--- config.mk ---
export PLATFORM = sky130hd
export DESIGN_NAME = shape_pair_collision_test_unit
export DESIGN_NICKNAME = d
export VERILOG_FILES = /design/src/hw/rtl/scol_pkg.sv /design/src/hw/rtl/scol_extent.sv /design/src/hw/rtl/scol_clamp.sv /design/src/hw/rtl/scol_square.sv /design/src/hw/rtl/shape_pair_collision_test_unit.sv
export SDC_FILE = /design/constraint.sdc
export NUM_CORES = 2
export LEC_CHECK = 0
export BUFFER_PORTS_ARGS = -buffer_cell sky130_fd_sc_hd__buf_2
export CAP_MARGIN = 30
export CORE_MARGIN = 2
export CORE_UTILIZATION = 45
export DETAILED_ROUTE_END_ITERATION = 7
export SLEW_MARGIN = 20
export SYNTH_ARGS = -nofsm -noshare
export SYNTH_HDL_FRONTEND = slang
export SYNTH_SLANG_ARGS = --single-unit
--- constraint.sdc ---
create_clock -name clk -period 17.4 [get_ports clk]
set_input_delay 3.48 -clock clk [delete_from_list [all_inputs] [get_ports clk]]
set_output_delay 3.48 -clock clk [all_outputs]
set_load 0.02 [all_outputs]
--- src/hw/rtl/scol_pkg.sv ---
// Shared shape codes and pipeline control types for the shape pair collision test.
package scol_pkg;

    localparam logic [1:0] SHAPE_DISC     = 2'd0;
    localparam logic [1:0] SHAPE_TOP_LEFT = 2'd1;
    localparam logic [1:0] SHAPE_BOT_LEFT = 2'd2;
    localparam logic [1:0] SHAPE_CENTRE   = 2'd3;

    localparam int SHAPE_BITS = 2;

    // Control carried out of the extent stage
    typedef struct packed {
        logic both_en;
        logic a_circle;
        logic b_circle;
    } pair_ctl_t;

    // Control carried out of the clamp stage to the final compare
    typedef struct packed {
        logic both_en;
        logic box_pair;
        logic overlap;
    } res_ctl_t;

endpackage

--- src/hw/rtl/scol_extent.sv ---
// Stage one: inclusive box extents of one object, plus its registered centre and radius.
module scol_extent
    import scol_pkg::*;
#(
    parameter int CW = 12,
    parameter int SW = 8,
    parameter int EW = 14
)
(
    input  logic                  clk,
    input  logic                  ld,
    input  logic [SHAPE_BITS-1:0] shape,
    input  logic signed [CW-1:0]  x,
    input  logic signed [CW-1:0]  y,
    input  logic [SW-1:0]         size,
    input  logic [SW-1:0]         height,
    output logic signed [EW-1:0]  left_reg,
    output logic signed [EW-1:0]  right_reg,
    output logic signed [EW-1:0]  top_reg,
    output logic signed [EW-1:0]  bottom_reg,
    output logic signed [CW-1:0]  cx_reg,
    output logic signed [CW-1:0]  cy_reg,
    output logic [SW-1:0]         rad_reg
);

    logic signed [EW-1:0] xe;
    logic signed [EW-1:0] ye;
    logic signed [EW-1:0] we;
    logic signed [EW-1:0] he;
    logic signed [EW-1:0] left_next;
    logic signed [EW-1:0] right_next;
    logic signed [EW-1:0] top_next;
    logic signed [EW-1:0] bottom_next;

    always_comb
    begin
        xe = EW'(x);
        ye = EW'(y);
        we = $signed({{(EW-SW){1'b0}}, size});
        he = $signed({{(EW-SW){1'b0}}, height});
        case (shape)
            SHAPE_DISC, SHAPE_TOP_LEFT:
            begin
                left_next   = xe;
                right_next  = xe + we;
                top_next    = ye;
                bottom_next = ye + he;
            end
            SHAPE_BOT_LEFT:
            begin
                left_next   = xe;
                right_next  = xe + we;
                top_next    = ye - he;
                bottom_next = ye;
            end
            default:
            begin
                // truncating half sizes: an odd size loses one pixel
                left_next   = xe - (we >>> 1);
                right_next  = xe + (we >>> 1);
                top_next    = ye - (he >>> 1);
                bottom_next = ye + (he >>> 1);
            end
        endcase
    end

    always_ff @(posedge clk)
    begin
        if (ld)
        begin
            left_reg   <= left_next;
            right_reg  <= right_next;
            top_reg    <= top_next;
            bottom_reg <= bottom_next;
            cx_reg     <= x;
            cy_reg     <= y;
            rad_reg    <= size;
        end
    end

endmodule

--- src/hw/rtl/scol_clamp.sv ---
// Stage two: pick the pair case, clamp the circle centre into the box, test box overlap.
module scol_clamp
    import scol_pkg::*;
#(
    parameter int CW = 12,
    parameter int SW = 8,
    parameter int EW = 14,
    parameter int DW = 15
)
(
    input  logic                 clk,
    input  logic                 ld,
    input  pair_ctl_t            ctl,
    input  logic signed [EW-1:0] a_left,
    input  logic signed [EW-1:0] a_right,
    input  logic signed [EW-1:0] a_top,
    input  logic signed [EW-1:0] a_bottom,
    input  logic signed [CW-1:0] a_cx,
    input  logic signed [CW-1:0] a_cy,
    input  logic [SW-1:0]        a_rad,
    input  logic signed [EW-1:0] b_left,
    input  logic signed [EW-1:0] b_right,
    input  logic signed [EW-1:0] b_top,
    input  logic signed [EW-1:0] b_bottom,
    input  logic signed [CW-1:0] b_cx,
    input  logic signed [CW-1:0] b_cy,
    input  logic [SW-1:0]        b_rad,
    output logic signed [DW-1:0] dx_reg,
    output logic signed [DW-1:0] dy_reg,
    output logic [SW:0]          r_reg,
    output res_ctl_t             rctl_reg
);

    logic signed [DW-1:0] cxe;
    logic signed [DW-1:0] cye;
    logic signed [DW-1:0] le;
    logic signed [DW-1:0] re;
    logic signed [DW-1:0] te;
    logic signed [DW-1:0] be;
    logic [SW-1:0]        crad;
    logic signed [DW-1:0] dx_next;
    logic signed [DW-1:0] dy_next;
    logic [SW:0]          r_next;
    res_ctl_t             rctl_next;

    always_comb
    begin
        // circle against the other object's box
        if (ctl.a_circle)
        begin
            cxe  = DW'(a_cx);
            cye  = DW'(a_cy);
            crad = a_rad;
            le   = DW'(b_left);
            re   = DW'(b_right);
            te   = DW'(b_top);
            be   = DW'(b_bottom);
        end
        else
        begin
            cxe  = DW'(b_cx);
            cye  = DW'(b_cy);
            crad = b_rad;
            le   = DW'(a_left);
            re   = DW'(a_right);
            te   = DW'(a_top);
            be   = DW'(a_bottom);
        end

        if (ctl.a_circle && ctl.b_circle)
        begin
            dx_next = DW'(a_cx) - DW'(b_cx);
            dy_next = DW'(a_cy) - DW'(b_cy);
            r_next  = {1'b0, a_rad} + {1'b0, b_rad};
        end
        else
        begin
            if (cxe < le)
                dx_next = cxe - le;
            else if (cxe > re)
                dx_next = cxe - re;
            else
                dx_next = '0;
            if (cye < te)
                dy_next = cye - te;
            else if (cye > be)
                dy_next = cye - be;
            else
                dy_next = '0;
            r_next = {1'b0, crad};
        end

        rctl_next.both_en  = ctl.both_en;
        rctl_next.box_pair = !ctl.a_circle && !ctl.b_circle;
        rctl_next.overlap  = !(a_right < b_left || a_left > b_right ||
                               a_bottom < b_top || a_top > b_bottom);
    end

    always_ff @(posedge clk)
    begin
        if (ld)
        begin
            dx_reg   <= dx_next;
            dy_reg   <= dy_next;
            r_reg    <= r_next;
            rctl_reg <= rctl_next;
        end
    end

endmodule

--- src/hw/rtl/scol_square.sv ---
// Stage three: squared distance terms and squared radius.
module scol_square
    import scol_pkg::*;
#(
    parameter int DW = 15,
    parameter int RW = 9
)
(
    input  logic                 clk,
    input  logic                 ld,
    input  logic signed [DW-1:0] dx,
    input  logic signed [DW-1:0] dy,
    input  logic [RW-1:0]        r,
    input  res_ctl_t             rctl,
    output logic [2*DW-1:0]      dx2_reg,
    output logic [2*DW-1:0]      dy2_reg,
    output logic [2*RW-1:0]      r2_reg,
    output res_ctl_t             rctl_reg
);

    logic signed [2*DW-1:0] dx2_next;
    logic signed [2*DW-1:0] dy2_next;
    logic [2*RW-1:0]        r2_next;

    always_comb
    begin
        dx2_next = (2*DW)'(dx) * (2*DW)'(dx);
        dy2_next = (2*DW)'(dy) * (2*DW)'(dy);
        r2_next  = (2*RW)'(r) * (2*RW)'(r);
    end

    always_ff @(posedge clk)
    begin
        if (ld)
        begin
            dx2_reg  <= $unsigned(dx2_next);
            dy2_reg  <= $unsigned(dy2_next);
            r2_reg   <= r2_next;
            rctl_reg <= rctl;
        end
    end

endmodule

--- src/hw/rtl/shape_pair_collision_test_unit.sv ---
// Top level: stream ports, pipeline valid control and final distance compare.
// Path: an input word passes the extent, clamp, square and compare-and-output
// registers, the first loaded at the accept edge, before output tvalid rises.
// Throughput: one word per cycle; a stage stalls in place only when the next is full and held.
// Reset: rst_n clears all stage valid bits asynchronously; datapath registers are not reset.
module shape_pair_collision_test_unit
    import scol_pkg::*;
#(
    parameter int COORD_BITS = 12,
    parameter int SIZE_BITS  = 8
)
(
    input  logic clk,
    input  logic rst_n,
    input  logic s_axis_tvalid,
    output logic s_axis_tready,
    // a_x, a_y, a_size, a_height, a_enabled, b_x, b_y, b_size, b_height,
    // b_enabled, zero fill
    input  logic [((2*(2*COORD_BITS+2*SIZE_BITS+1))+7)/8*8-1:0] s_axis_tdata,
    // a_shape, b_shape
    input  logic [2*SHAPE_BITS-1:0] s_axis_tuser,
    output logic m_axis_tvalid,
    input  logic m_axis_tready,
    // hit, zero fill
    output logic [7:0] m_axis_tdata
);

    localparam int CW     = COORD_BITS;
    localparam int SW     = SIZE_BITS;
    localparam int EW     = ((CW > SW) ? CW : SW) + 2;
    localparam int DW     = EW + 1;
    localparam int RW     = SW + 1;
    localparam int SUMW   = 2*DW + 1;
    localparam int OBJ_W  = 2*CW + 2*SW + 1;
    localparam int OFS_X  = 0;
    localparam int OFS_Y  = CW;
    localparam int OFS_SZ = 2*CW;
    localparam int OFS_HT = 2*CW + SW;
    localparam int OFS_EN = 2*CW + 2*SW;

    logic ld1;
    logic ld2;
    logic ld3;
    logic ldo;
    logic v1_reg;
    logic v2_reg;
    logic v3_reg;
    logic vo_reg;
    logic v1_next;
    logic v2_next;
    logic v3_next;
    logic vo_next;

    logic [SHAPE_BITS-1:0] a_shape;
    logic [SHAPE_BITS-1:0] b_shape;
    logic a_enabled;
    logic b_enabled;

    pair_ctl_t ctl1_reg;
    pair_ctl_t ctl1_next;

    logic signed [EW-1:0] a_left;
    logic signed [EW-1:0] a_right;
    logic signed [EW-1:0] a_top;
    logic signed [EW-1:0] a_bottom;
    logic signed [CW-1:0] a_cx;
    logic signed [CW-1:0] a_cy;
    logic [SW-1:0]        a_rad;
    logic signed [EW-1:0] b_left;
    logic signed [EW-1:0] b_right;
    logic signed [EW-1:0] b_top;
    logic signed [EW-1:0] b_bottom;
    logic signed [CW-1:0] b_cx;
    logic signed [CW-1:0] b_cy;
    logic [SW-1:0]        b_rad;

    logic signed [DW-1:0] dx2s;
    logic signed [DW-1:0] dy2s;
    logic [RW-1:0]        r2s;
    res_ctl_t             rctl2;

    logic [2*DW-1:0] dx_sq;
    logic [2*DW-1:0] dy_sq;
    logic [2*RW-1:0] r_sq;
    res_ctl_t        rctl3;

    logic [SUMW-1:0] dist_sum;
    logic            hit_next;
    logic            hit_reg;

    // Handshake: each stage loads when empty or when its successor moves
    always_comb
    begin
        ldo = !vo_reg || m_axis_tready;
        ld3 = !v3_reg || ldo;
        ld2 = !v2_reg || ld3;
        ld1 = !v1_reg || ld2;
        v1_next = ld1 ? s_axis_tvalid : v1_reg;
        v2_next = ld2 ? v1_reg : v2_reg;
        v3_next = ld3 ? v2_reg : v3_reg;
        vo_next = ldo ? v3_reg : vo_reg;
    end

    assign s_axis_tready = ld1;
    assign m_axis_tvalid = vo_reg;
    assign m_axis_tdata  = {7'b0, hit_reg};

    always_ff @(posedge clk or negedge rst_n)
    begin
        if (!rst_n)
        begin
            v1_reg <= 1'b0;
            v2_reg <= 1'b0;
            v3_reg <= 1'b0;
            vo_reg <= 1'b0;
        end
        else
        begin
            v1_reg <= v1_next;
            v2_reg <= v2_next;
            v3_reg <= v3_next;
            vo_reg <= vo_next;
        end
    end

    assign a_shape   = s_axis_tuser[0 +: SHAPE_BITS];
    assign b_shape   = s_axis_tuser[SHAPE_BITS +: SHAPE_BITS];
    assign a_enabled = s_axis_tdata[OFS_EN];
    assign b_enabled = s_axis_tdata[OBJ_W + OFS_EN];

    always_comb
    begin
        ctl1_next.both_en  = a_enabled && b_enabled;
        ctl1_next.a_circle = (a_shape == SHAPE_DISC);
        ctl1_next.b_circle = (b_shape == SHAPE_DISC);
    end

    always_ff @(posedge clk)
    begin
        if (ld1)
            ctl1_reg <= ctl1_next;
    end

    scol_extent #(.CW(CW), .SW(SW), .EW(EW)) u_ext_a (
        .clk        (clk),
        .ld         (ld1),
        .shape      (a_shape),
        .x          ($signed(s_axis_tdata[OFS_X +: CW])),
        .y          ($signed(s_axis_tdata[OFS_Y +: CW])),
        .size       (s_axis_tdata[OFS_SZ +: SW]),
        .height     (s_axis_tdata[OFS_HT +: SW]),
        .left_reg   (a_left),
        .right_reg  (a_right),
        .top_reg    (a_top),
        .bottom_reg (a_bottom),
        .cx_reg     (a_cx),
        .cy_reg     (a_cy),
        .rad_reg    (a_rad)
    );

    scol_extent #(.CW(CW), .SW(SW), .EW(EW)) u_ext_b (
        .clk        (clk),
        .ld         (ld1),
        .shape      (b_shape),
        .x          ($signed(s_axis_tdata[OBJ_W + OFS_X +: CW])),
        .y          ($signed(s_axis_tdata[OBJ_W + OFS_Y +: CW])),
        .size       (s_axis_tdata[OBJ_W + OFS_SZ +: SW]),
        .height     (s_axis_tdata[OBJ_W + OFS_HT +: SW]),
        .left_reg   (b_left),
        .right_reg  (b_right),
        .top_reg    (b_top),
        .bottom_reg (b_bottom),
        .cx_reg     (b_cx),
        .cy_reg     (b_cy),
        .rad_reg    (b_rad)
    );

    scol_clamp #(.CW(CW), .SW(SW), .EW(EW), .DW(DW)) u_clamp (
        .clk      (clk),
        .ld       (ld2),
        .ctl      (ctl1_reg),
        .a_left   (a_left),
        .a_right  (a_right),
        .a_top    (a_top),
        .a_bottom (a_bottom),
        .a_cx     (a_cx),
        .a_cy     (a_cy),
        .a_rad    (a_rad),
        .b_left   (b_left),
        .b_right  (b_right),
        .b_top    (b_top),
        .b_bottom (b_bottom),
        .b_cx     (b_cx),
        .b_cy     (b_cy),
        .b_rad    (b_rad),
        .dx_reg   (dx2s),
        .dy_reg   (dy2s),
        .r_reg    (r2s),
        .rctl_reg (rctl2)
    );

    scol_square #(.DW(DW), .RW(RW)) u_square (
        .clk      (clk),
        .ld       (ld3),
        .dx       (dx2s),
        .dy       (dy2s),
        .r        (r2s),
        .rctl     (rctl2),
        .dx2_reg  (dx_sq),
        .dy2_reg  (dy_sq),
        .r2_reg   (r_sq),
        .rctl_reg (rctl3)
    );

    // Final compare: box pairs use the overlap bit, others the squared distance, each gated by both_en
    always_comb
    begin
        dist_sum = SUMW'(dx_sq) + SUMW'(dy_sq);
        if (rctl3.box_pair)
            hit_next = rctl3.both_en && rctl3.overlap;
        else
            hit_next = rctl3.both_en && (dist_sum <= SUMW'(r_sq));
    end

    always_ff @(posedge clk)
    begin
        if (ldo)
            hit_reg <= hit_next;
    end

    // Input stalls only when the output word is held by the consumer
    a_stall_only_on_output: assert property (@(posedge clk) disable iff (!rst_n)
        !s_axis_tready |-> (m_axis_tvalid && !m_axis_tready))
        else $error("input stalled while output free");

    // An accepted word occupies the first stage on the next cycle
    a_accept_fills_s1: assert property (@(posedge clk) disable iff (!rst_n)
        (s_axis_tvalid && s_axis_tready) |=> v1_reg)
        else $error("accepted word lost at stage one");

    // A full last stage moving forward presents a word at the output
    a_s3_to_out: assert property (@(posedge clk) disable iff (!rst_n)
        (v3_reg && ldo) |=> m_axis_tvalid)
        else $error("word lost between stage three and output");

endmodule

* After elaboration in Yosys (flattened, before gate mapping)
Cells that the tools add are included.
W data, S select, Z words.
** Word-level totals
- Bits in registers :: 307
- Bits of input ports :: 96
- Logic and storage cells :: 121
** Operators by class
- Add/subtract/negate cells :: 22
- Multiply operators :: 3
- $lt $le $gt $ge :: 9
- Equal/unequal tests :: 4
- Multiplexer cells :: 23
- Reduce and logical (&&, ||, !) cells :: 25
** Operators by type and width (number)
- $mux W15 :: 12
- $pmux W14 S2 :: 4
- $mul A15 B15 Y30 :: 2
- $sub A15 B15 Y15 :: 4
- $mux W14 :: 4
- $add A12 B8 Y13 :: 4
- $add A12 B9 Y13 :: 4
- $sub A12 B8 Y13 :: 4
- $add A30 B30 Y31 :: 1
- $le A31 B18 Y1 :: 1
- $gt A15 B15 Y1 :: 2
- $lt A15 B15 Y1 :: 2
- $gt A14 B14 Y1 :: 2
- $lt A14 B14 Y1 :: 2
- $sub A12 B12 Y13 :: 2
- $sub A12 B9 Y13 :: 2
- $mul A9 B9 Y18 :: 1
- $mux W8 :: 2
- $add A8 B8 Y9 :: 1
- $logic_not A1 Y1 :: 7
- $logic_or A1 B1 Y1 :: 7
- $reduce_or A3 Y1 :: 2
- $logic_and A1 B1 Y1 :: 5
- $eq A2 B1 Y1 const B :: 2
- other kinds (4) :: 7

* Longest topological paths before layout
- Word-level depth :: 5
- Gate-level depth with buffers :: 27
- Gate-level depth less buffers :: 25

* Hierarchy
From an unflattened synthesis, not the netlist that was laid out.
** Second synthesis, totals
- Cell total of the unflattened synthesis :: 4169
- Area, all modules :: 39894.5 um2
** Modules (own cells, without submodules)
- scol_square :: times used 1, cells an instance 2051, area each 19874.1 um2
- scol_extent :: times used 2, cells an instance 396, area each 4735.8 um2
- scol_clamp :: times used 1, cells an instance 991, area each 8012.7 um2
- shape_pair_collision_test_unit :: times used 1, cells an instance 335, area each 2536.2 um2

* Worst setup path after synthesis
No wires, ideal clock.
- Path kind :: in2out
- Start :: input port m_axis_tready
- End :: output port s_axis_tready
- Data arrival time :: 8561 ps
- Required time :: 13920 ps
- Setup slack :: 5359 ps
- Cell stages on the path :: 2
- Cells stage by stage :: nor2b_1 -> nand4_1
** Between the ends
- Longest elaborated chain between the ends :: 4
** RTL lines
- from (decl) :: line shape_pair_collision_test_unit.sv:23 : input logic m_axis_tready,
- $logic_or A1 B1 Y1 :: line shape_pair_collision_test_unit.sv:94 : ldo = !vo_reg || m_axis_tready;
- $logic_or A1 B1 Y1 :: line shape_pair_collision_test_unit.sv:95 : ld3 = !v3_reg || ldo;
- $logic_or A1 B1 Y1 :: line shape_pair_collision_test_unit.sv:96 : ld2 = !v2_reg || ld3;
- $logic_or A1 B1 Y1 :: line shape_pair_collision_test_unit.sv:97 : ld1 = !v1_reg || ld2;
- to (decl) :: line shape_pair_collision_test_unit.sv:16 : output logic s_axis_tready,
No other way between the ends.

* Worst setup path in the final report
Ends and elaborated chain as after synthesis.

==> flow_results.xml <==
<?xml version="1.0" encoding="UTF-8"?>
<metrics>
  <group name="status">
    <metric name="run_status" unit="">complete, no violations</metric>
  </group>
  <group name="timing">
    <metric name="final-setup-viol-count" unit="">0</metric>
    <metric name="worst-slew-pin-transition" unit="ns">0.8951</metric>
    <metric name="grt_setup_unrepaired" unit="">false</metric>
    <metric name="slew_viol_final" unit="">0</metric>
    <metric name="maxSlewHeadroom" unit="">0.4033</metric>
    <metric name="final-hold-violation-count" unit="">0</metric>
    <metric name="final_period_minus_worst_setup_slack" unit="ns">8.018</metric>
    <metric name="finClkSkew" unit="ns">0.02571</metric>
    <metric name="layout_worst_path_cycle_share" unit="">0.4608</metric>
    <metric name="fin_setup_tns" unit="ns">0</metric>
    <metric name="maximum_clock_rate" unit="GHz">0.1247</metric>
  </group>
  <group name="worst_setup_path">
    <metric name="cp.depth" unit="">5</metric>
    <metric name="critical_path.cell_chain" unit="">buf_2, nor2b_1, nand4_1, buf_4, buf_2</metric>
    <metric name="critical-path-top-delay-family" unit="">simple AND/OR/NAND/NOR gates</metric>
    <metric name="cp-start-kind" unit="">input pin</metric>
    <metric name="slowest_stage" unit="">nor2b_1</metric>
    <metric name="timing.critical_path.slowest_cell_delay" unit="ns">0.37</metric>
    <metric name="critPathMostFrequentCell" unit="">buf_2</metric>
    <metric name="critPathMaxFanout" unit="">5</metric>
    <metric name="worst-endpoint-required" unit="ns">13.92</metric>
    <metric name="end_kind" unit="">output port</metric>
    <metric name="cells_on_worst_reg2reg_path" unit="">24</metric>
    <metric name="cp_num_buf_inv" unit="">3</metric>
    <metric name="critPathKind" unit="">input pin to output port</metric>
    <metric name="crit_arrival" unit="ns">4.54</metric>
  </group>
  <group name="yosys">
    <metric name="synthMuxAreaShare" unit="">0.03079</metric>
    <metric name="synth_top_cell_by_area" unit="">fa_1</metric>
    <metric name="synthAdderAreaFrac" unit="">0.3796</metric>
    <metric name="yosys.area_share.xor_xnor" unit="">0.05589</metric>
    <metric name="synth.yosys.seq_area_share" unit="">0.2319</metric>
    <metric name="async_set_or_reset_flop_fraction_in_the_synthesized_netlist" unit="">0.01351</metric>
    <metric name="avgSynthCellArea" unit="sq um">9.705</metric>
    <metric name="synthesis.area" unit="sq um">38240</metric>
    <metric name="synth.distinct_cells" unit="">71</metric>
    <metric name="netlist_top_cells_area" unit="">fa_1, edfxtp_1, ha_1</metric>
    <metric name="synthesis.yosys.warnings" unit="">0</metric>
    <metric name="synthMostInstantiatedCell" unit="">inv_1</metric>
    <metric name="combinational_family_with_the_most_area_after_synthesis" unit="">adder cells</metric>
    <metric name="most_used_flip_flop_cell_after_synthesis" unit="">edfxtp_1</metric>
    <metric name="syn_inst" unit="">3940</metric>
    <metric name="postSynthRegisterBits" unit="">296</metric>
    <metric name="yosys-top-cells-count" unit="">inv_1, ha_1, fa_1</metric>
    <metric name="synth-compound-area-share" unit="">0.1100</metric>
    <metric name="synth_top_area_frac" unit="">0.2304</metric>
    <metric name="yosys.area_share.simple" unit="">0.09977</metric>
    <metric name="synth_enable_flop_cells" unit="">292</metric>
  </group>
  <group name="clock_network">
    <metric name="ctsLongestPathBuffers" unit="">3</metric>
    <metric name="clk_pin_slew_worst_paths" unit="ns">0.06</metric>
    <metric name="clock_tree.root_cell" unit="">clkbuf_16</metric>
    <metric name="clock_latency" unit="ns">0.56</metric>
    <metric name="cts_num_sinks" unit="">296</metric>
    <metric name="cts-hold-fix-buffers" unit="">0</metric>
    <metric name="cts.htree.levels" unit="">2</metric>
    <metric name="tritoncts" unit="">built</metric>
    <metric name="cts.repair.resized" unit="">0</metric>
    <metric name="post_cts.repair.setup_buffers" unit="">0</metric>
    <metric name="cts_made_buffers" unit="">37</metric>
  </group>
  <group name="grt">
    <metric name="antenna_found_initial" unit="">2</metric>
    <metric name="via_count_of_the_first_global_routing_pass" unit="">27226</metric>
    <metric name="grt_start_max_net_pins" unit="">70</metric>
    <metric name="grtUsageTotal" unit="">0.1944</metric>
    <metric name="grt-ovfl-total" unit="">0</metric>
    <metric name="grt_pass1_wl" unit="mm">136.2</metric>
  </group>
  <group name="route">
    <metric name="mean_number_of_vias_per_cell" unit="">5.089</metric>
    <metric name="detailroute.via_count" unit="">26249</metric>
    <metric name="initialDrtViolationCount" unit="">1200</metric>
    <metric name="detailedRoute.firstPassIterationCount" unit="">5</metric>
    <metric name="wl" unit="mm">80.70</metric>
    <metric name="remaining_drc_errors" unit="">0</metric>
    <metric name="route.antenna.remaining_nets" unit="">0</metric>
    <metric name="routed_wire_length_per_instance" unit="um">15.65</metric>
  </group>
  <group name="die">
    <metric name="die_width" unit="um">295.5</metric>
    <metric name="die-height" unit="um">295.5</metric>
    <metric name="rows" unit="">106</metric>
    <metric name="area_enclosed_by_the_die_boundary" unit="sq um">87320</metric>
    <metric name="ios" unit="">106</metric>
    <metric name="coreArea" unit="sq um">83950</metric>
    <metric name="initial_utilization" unit="">0.4555</metric>
  </group>
  <group name="job">
    <metric name="timing.max_cap.violations" unit="">0</metric>
  </group>
  <group name="placed_design">
    <metric name="hpwl" unit="mm">66.58</metric>
    <metric name="io_buffers" unit="">92</metric>
    <metric name="gpl.final_weighted_congestion" unit="">0.8871</metric>
  </group>
  <group name="cells_and_area">
    <metric name="layout-drive-gt1-share" unit="">0.05792</metric>
    <metric name="layout.nets" unit="">4989</metric>
    <metric name="areaGrowthSynthToFinish" unit="%">7.520</metric>
    <metric name="fillers" unit="">7890</metric>
  </group>
  <group name="worst_hold_path">
    <metric name="hold_path.class" unit="">flop to flop</metric>
    <metric name="hold_path_depth" unit="">0</metric>
  </group>
</metrics>
## stage by stage
stage | std cells | utilization | instance area [sq um] | worst slack (ns) | hold slack, ns
3_3_place_gp | 5090 | 0.4751 | 39880 | 9.362 | 0.4033
2_1_floorplan | 3946 | - | 38260 | 5.359 | 0.4003
5_1_grt | 5158 | 0.4897 | 41110 | 9.105 | 0.4328
6_report | 5158 | 0.4897 | 41110 | 9.382 | 0.4206
4_1_cts | 5156 | 0.4895 | 41090 | 9.329 | 0.4235
3_5_place_dp | 5091 | 0.4754 | 39910 | 9.329 | 0.4089
## final cells by class
| class | instances | area, sq um | area share |
|---|---|---|---|
| Multi-Input combinational cell | 2722 | 25890 | 0.6298 |
| Sequential cell | 296 | 8869 | 0.2157 |
| Inverter | 828 | 3108 | 0.07560 |
| Tap cell | 1134 | 1419 | 0.03451 |
| Clock buffer | 42 | 944.7 | 0.02298 |
| Timing Repair Buffer | 112 | 638.1 | 0.01552 |
| Clock inverter | 23 | 239.0 | 0.005813 |
| Antenna cell | 1 | 2.502 | 0.00006087 |
## routing by layer
layer	up-vias	share of wire	GRT usage
met5	-	0	0
li1	13038	-	-
met1	12693	0.46	0.2623
met3	100	0.036	0.01887
met2	418	0.48	0.3338
met4	0	0.025	0.05274
## kinds of logic (layout without fill, tap and decap cells)
group	count (synthesis)	in the layout
AOI/OAI and AO/OA	656	656
xor gates and xnor gates	244	244
adders and majority gates	896	896
buffers and inverters	928	1005
DFF	296	296
muxes	113	113
other	1	8
and+or+nand+nor	806	806
## path summary, 6_finish.rpt
check / from / endpoint / slack (ns)
max in group asynchronous: rst_n / v3_reg / 14.55
worst max-delay path: m_axis_tready / s_axis_tready / 9.38
worst min-delay path: ctl1_reg[2] / u_clamp.rctl_reg[2] / 0.42
worst min register to register: ctl1_reg[2] / u_clamp.rctl_reg[2] / 0.42
min in group asynchronous: rst_n / v1_reg / 2.73
worst max register to register: u_clamp.dx_reg[14] / u_square.dx2_reg[28] / 9.55
## cells in the final DEF (no fill, tap or decap), drive strengths merged, types with 20 or more instances in the layout
cell type | Yosys | layout
xor2 | 71 | 71
nand2b | 41 | 41
nor2b | 44 | 44
a21oi | 179 | 179
ha | 456 | 456
o21bai | 36 | 36
inv | 827 | 832
nand3 | 54 | 54
xnor2 | 173 | 173
a21o | 98 | 98
fa | 440 | 440
o21ai | 162 | 162
edfxtp | 292 | 292
mux2i | 76 | 76
nor3 | 33 | 33
clkbuf | 73 | 42
o21a | 20 | 20
buf | 27 | 112
and2 | 93 | 93
mux2 | 37 | 37
nand2 | 294 | 294
nor2 | 171 | 171
a21boi | 21 | 21
Power is left out: the tool's default activity adds up to more than one toggle a clock period on the data nets, which glitch-free logic cannot reach.
